===== src/rtl/core/pmio_pkg.sv =====
// shared types, constants and functions of the port-mapped i/o controller
// used by every module under rtl/core but pmio_ram; depends on nothing
package pmio_pkg;

    // storage sizes
    localparam int TEXT_CELLS  = 2048;
    localparam int RING_DEPTH  = 256;
    localparam int BLOCK_BYTES = 512;
    localparam int QUEUE_DEPTH = 4;

    localparam int TEXT_AW  = $clog2(TEXT_CELLS);
    localparam int RING_AW  = $clog2(RING_DEPTH);
    localparam int BLOCK_AW = $clog2(BLOCK_BYTES);
    localparam int MEM_AW   = TEXT_AW;

    // pixel to text cell geometry
    localparam int PIX_ROW_BYTES = 320 * 8;
    localparam int CELL_COLS     = 80;

    // item operations
    typedef enum logic [2:0] {
        OP_WRITE  = 3'd0,
        OP_READ   = 3'd1,
        OP_KEY    = 3'd2,
        OP_SERIAL = 3'd3,
        OP_TICK   = 3'd4
    } op_t;

    // event kinds
    typedef enum logic [2:0] {
        EV_NONE      = 3'd0,
        EV_SER_TX    = 3'd1,
        EV_PIX_VIS   = 3'd2,
        EV_PIX_HID   = 3'd3,
        EV_CHAR      = 3'd4,
        EV_DISK_READ = 3'd5,
        EV_DISK_WR   = 3'd6
    } event_t;

    // port numbers
    localparam logic [7:0] PORT_SER_DATA  = 8'd1;
    localparam logic [7:0] PORT_SER_COUNT = 8'd2;
    localparam logic [7:0] PORT_SER_TX    = 8'd3;
    localparam logic [7:0] PORT_TEXT_ADDR = 8'd5;
    localparam logic [7:0] PORT_TEXT_DATA = 8'd6;
    localparam logic [7:0] PORT_KEY_DATA  = 8'd7;
    localparam logic [7:0] PORT_KEY_COUNT = 8'd8;
    localparam logic [7:0] PORT_PIX_ADDR  = 8'd9;
    localparam logic [7:0] PORT_PIX_DATA  = 8'd10;
    localparam logic [7:0] PORT_BLK_NUM   = 8'd14;
    localparam logic [7:0] PORT_BLK_DATA  = 8'd15;
    localparam logic [7:0] PORT_BLK_READ  = 8'd16;
    localparam logic [7:0] PORT_BLK_PUT   = 8'd17;
    localparam logic [7:0] PORT_BLK_WRITE = 8'd18;
    localparam logic [7:0] PORT_TIMER     = 8'd255;

    // key symbols that get remapped
    localparam logic [30:0] KEY_SYM_RIGHT = 31'd1073741903;
    localparam logic [30:0] KEY_SYM_LEFT  = 31'd1073741904;
    localparam logic [30:0] KEY_SYM_DOWN  = 31'd1073741905;
    localparam logic [30:0] KEY_SYM_UP    = 31'd1073741906;
    localparam logic [30:0] KEY_SYM_SHIFT = 31'd1073742049;
    localparam logic [30:0] KEY_SYM_ENTER = 31'd13;
    localparam logic [15:0] KEY_RELEASE_OFS = 16'h0100;

    // memory selected by a queued transaction
    typedef enum logic [2:0] {
        MEM_NONE   = 3'd0,
        MEM_TEXT   = 3'd1,
        MEM_KEY    = 3'd2,
        MEM_SERIAL = 3'd3,
        MEM_BLOCK  = 3'd4
    } mem_sel_t;

    // classified transaction between front and back
    typedef struct packed {
        mem_sel_t           mem;
        logic               mem_we;
        logic [MEM_AW-1:0]  mem_addr;
        logic [15:0]        mem_wdata;
        logic               use_rdata;
        logic               pix_check;
        logic [15:0]        read_data;
        event_t             event_kind;
        logic [15:0]        event_address;
        logic [7:0]         event_data;
        logic               timer_interrupt;
    } entry_t;

    // host key symbol to machine key code
    function automatic logic [15:0] map_key(input logic [30:0] sym, input logic rel);
        logic [15:0] code;
        code = sym[15:0];
        if (sym == KEY_SYM_LEFT)       code = 16'd28;
        else if (sym == KEY_SYM_UP)    code = 16'd29;
        else if (sym == KEY_SYM_RIGHT) code = 16'd30;
        else if (sym == KEY_SYM_DOWN)  code = 16'd31;
        else if (sym == KEY_SYM_SHIFT) code = 16'd16;
        else if (sym == KEY_SYM_ENTER) code = 16'd10;
        if (rel) code = code + KEY_RELEASE_OFS;
        return code;
    endfunction

    // quotient by five for values below 1024, reciprocal multiply
    function automatic logic [7:0] div5(input logic [9:0] x);
        logic [17:0] prod;
        prod = 18'(x) * 18'd205;
        return prod[17:10];
    endfunction

endpackage


===== src/rtl/core/pmio_fifo.sv =====
// short transaction queue between the front and the back
// depends on pmio_pkg
module pmio_fifo (
    input  logic              clk,
    input  logic              rst_n,
    input  logic              push,
    input  pmio_pkg::entry_t  push_entry,
    output logic              full,
    input  logic              pop,
    output logic              not_empty,
    output pmio_pkg::entry_t  head
);

    localparam int AW = $clog2(pmio_pkg::QUEUE_DEPTH);
    localparam int CW = $clog2(pmio_pkg::QUEUE_DEPTH + 1);

    pmio_pkg::entry_t slot_reg [pmio_pkg::QUEUE_DEPTH];
    logic [AW-1:0] wr_ptr_reg, wr_ptr_next;
    logic [AW-1:0] rd_ptr_reg, rd_ptr_next;
    logic [CW-1:0] count_reg, count_next;

    // pointer and count update
    always_comb
    begin
        wr_ptr_next = push ? wr_ptr_reg + AW'(1) : wr_ptr_reg;
        rd_ptr_next = pop ? rd_ptr_reg + AW'(1) : rd_ptr_reg;
        count_next  = count_reg;
        if (push && !pop)
        begin
            count_next = count_reg + CW'(1);
        end
        else if (pop && !push)
        begin
            count_next = count_reg - CW'(1);
        end
    end

    always_ff @(posedge clk or negedge rst_n)
    begin
        if (!rst_n)
        begin
            wr_ptr_reg <= '0;
            rd_ptr_reg <= '0;
            count_reg  <= '0;
        end
        else
        begin
            wr_ptr_reg <= wr_ptr_next;
            rd_ptr_reg <= rd_ptr_next;
            count_reg  <= count_next;
        end
    end

    // storage
    always_ff @(posedge clk)
    begin
        if (push)
        begin
            slot_reg[wr_ptr_reg] <= push_entry;
        end
    end

    assign full      = (count_reg == CW'(pmio_pkg::QUEUE_DEPTH));
    assign not_empty = (count_reg != '0);
    assign head      = slot_reg[rd_ptr_reg];

endmodule


===== config.mk =====
export PLATFORM = sky130hd
export DESIGN_NAME = pmio_fifo
export DESIGN_NICKNAME = d
export VERILOG_FILES = /design/src/rtl/core/pmio_pkg.sv /design/src/rtl/core/pmio_fifo.sv
export SDC_FILE = /design/constraint.sdc
export NUM_CORES = 1
export LEC_CHECK = 0
export CORE_ASPECT_RATIO = 0.8
export CORE_MARGIN = 1
export CORE_UTILIZATION = 45
export CTS_CLUSTER_SIZE = 40
export DETAILED_ROUTE_END_ITERATION = 6
export DONT_BUFFER_PORTS = 1
export PLACE_DENSITY_LB_ADDON = 0.05
export SLEW_MARGIN = 20
export SYNTH_ARGS = -nofsm -noshare
export SYNTH_HDL_FRONTEND = slang
export SYNTH_SLANG_ARGS = --single-unit

===== constraint.sdc =====
create_clock -name clk -period 2.85 [get_ports clk]
set_input_delay 0 -clock clk [delete_from_list [all_inputs] [get_ports clk]]
set_output_delay 0 -clock clk [all_outputs]
set_load 0.01 [all_outputs]

==> results.yml <==
outcome:
  status: "finished clean"
sta:
  rsz0062_at_grt: "no"
  post-route-min-period_ns: 2.44
  finalHoldViolations: 0
  worstMarginPinSlew_ns: 0.800
  layout_setup_ws_ns: 0.409
  tns_ns: 0
  max_freq_ghz: 0.410
  relSlewSlack_pct: 46.7
  period_share_pct: 85.7
  final_max_slew_viol_count: 0
  setup_violations: 0
  skew_ns: 0.00587
clocking:
  cts.path.max_buffers: 3
  path_clk_slew_ns: 0.06
  clk_latency_ns: 0.54
  post_cts_buffers: 0
  cts_root_buf: "clkbuf_16"
  cts_num_sinks: 315
  htreeDepth: 1
  cts_tree: "yes"
  numCtsBuffers: 31
route:
  drc: 0
  finalWirelength_um: 21400
  vias: 4859
  ant_nets: 0
  routedWlPerCell_um: 24.0
  via_per_inst: 5.45
  drt_iter0_markers: 218
  drtPass1Iterations: 4
logic_synthesis:
  syn_inst: 437
  synth.area.top_cells: "edfxtp_1, mux4_2, dfrtp_1"
  syn_area_per_cell_sq_um: 26.3
  yosysSeqAreaShare_pct: 81.9
  synth.largest_area_cell: "edfxtp_1"
  synthesis.area_sq_um: 11500
  syn-num-nets: 524
  yosysUniqueCellTypes: 20
  yosys_register_bits: 315
  synth_top_area_share_pct: 80.4
  synth_warnings: 0
finish:
  drive_above_1_share_pct: 24.9
  final_common_cell: "edfxtp_1"
  final_core_utilization_pct: 55.6
  design_area_sq_um: 13700
  largest_reg_flops: 308
  final_nets: 638
  layout-area-overhead-vs-synth_pct: 19.3
  final_cell_mix: "edfxtp_1, dlygate4sd3_1, mux4_2"
min_path:
  hp-start: "push_entry[66]"
  hold_class: "in2reg"
global_routing:
  grt_pass1_wl_um: 33000
  grt_max_degree: 47
  track_usage_pct: 16.9
  grt_overflow: 0
  grt_pass1_vias: 5408
  antenna_found_initial: 2
setup_path:
  crit_type: "reg2out"
  critPathMaxStageDelay_ns: 0.94
  crit_start: "rd_ptr_reg[0]"
  crit_path_start_kind: "flop"
  critPathTopFamily: "flip-flops"
  critPathBufInv: 1
  worst-path-max-fanout: 38
  slowest_stage: "dfrtp_4"
  arrival_ns: 2.44
  crit_required_ns: 2.85
  crit_path_cell_trace: "buf_4, mux4_2"
  timing.rr.start: "wr_ptr_reg[0]"
  crit_path_end_kind: "output pin"
floorplanning:
  dieHeight_um: 145
  start_util_pct: 46.6
  io_pins: 160
  coreArea_sq_um: 24700
  rows: 51
  die_w_um: 181
  dieArea_sq_um: 26200
placement:
  port_buffers: 0
  place.gp.congestion: 0.714
  place_hpwl_um: 12600
  pre_cts_ws_ns: 0.906
  place_area_sq_um: 12000
power_and_ir_drop:
  power_density_nw_per_um2: 992
  p_leak_nw: 4.42
  ir_drop_mv: 0.543
job:
  cap_violations: 0
where the power goes:
group          total, mW  switching, mW  internal (mW)
Sequential          6.49          0.429           6.06
Combinational       3.39           1.90           1.50
Clock               3.73           1.58           2.16
Total               13.6           3.90           9.71
area by class of cell:
type,count,area (sq um)
tap,318,398
sequential,315,9430
fill,1834,11000
multi-input combinational,100,1950
timing repair buffer,99,1010
clock inverter,14,116
inverter,4,15.0
antenna,2,5.00
clock buffer,39,806
cells by family after synthesis:
logic type,after synthesis,share of synthesized area [%]
buffers and inverters,22,1.27
AO/OA/AOI/OAI,1,0.0435
adder cells (fa/ha/maj),6,0.718
multiplexers,78,15.2
AND/OR/NAND/NOR,9,0.435
XOR/XNOR,6,0.457
flip-flops,315,81.9
what timing repair did:
action                                 in CTS  in global routing
endpoints found under the hold margin     404                  0
hold buffers                               81                  0
resized for setup                           0                  0
path summary, 6_finish.rpt:
| check | cells after the start | slack, ns | to |
|---|---|---|---|
| setup / recovery | 2 | 0.41 | head[52] |
| hold / removal | 1 | 0.16 | slot_reg[0][66] |
| setup reg to reg | 3 | 1.00 | slot_reg[3][62] |
| hold reg to reg | 1 | 0.48 | count_reg[2] |
| max in group asynchronous | 2 | 2.21 | rd_ptr_reg[1] |
| min in group asynchronous | 2 | 0.36 | wr_ptr_reg[0] |
through the flow:
stage / power (mW) / hold slack, ns / std cells
global placement: 9.91 / -0.295 / 755
finish: 13.6 / 0.162 / 891
detailed placement: 9.96 / -0.295 / 755
global route: 14.3 / 0.150 / 891
CTS: 13.9 / 0.132 / 889
floorplan: 9.02 / -0.296 / 437
worst register-to-register path: stages (launching register included):
cell	delay, ns
dfrtp_1	0.42
ha_1	0.18
and2_4	0.36
buf_4	0.50
Yosys cell counts:
library cell,instances
nor3b_1,1
nand2_1,2
dfrtp_1,7
buf_2,7
clkbuf_1,4
mux2_2,1
buf_6,1
buf_4,4
and2_1,4
xnor2_1,2
o21ai_0,1
ha_1,5
mux4_2,77
xor2_1,4
inv_1,4
edfxtp_1,308
fa_1,1
nor2_1,1
or3_1,1
buf_12,2
routing by layer:
metal	share of wire (%)	vias up	GRT usage (%)	wire (um)
met5	0	-	0	0
met1	42	2576	22.2	8950
met3	8.1	30	5.72	1740
met2	48	152	27.2	10400
li1	-	2101	-	-
met4	1.7	0	4.15	360
No activity file was read; power rests on OpenSTA's default activity.
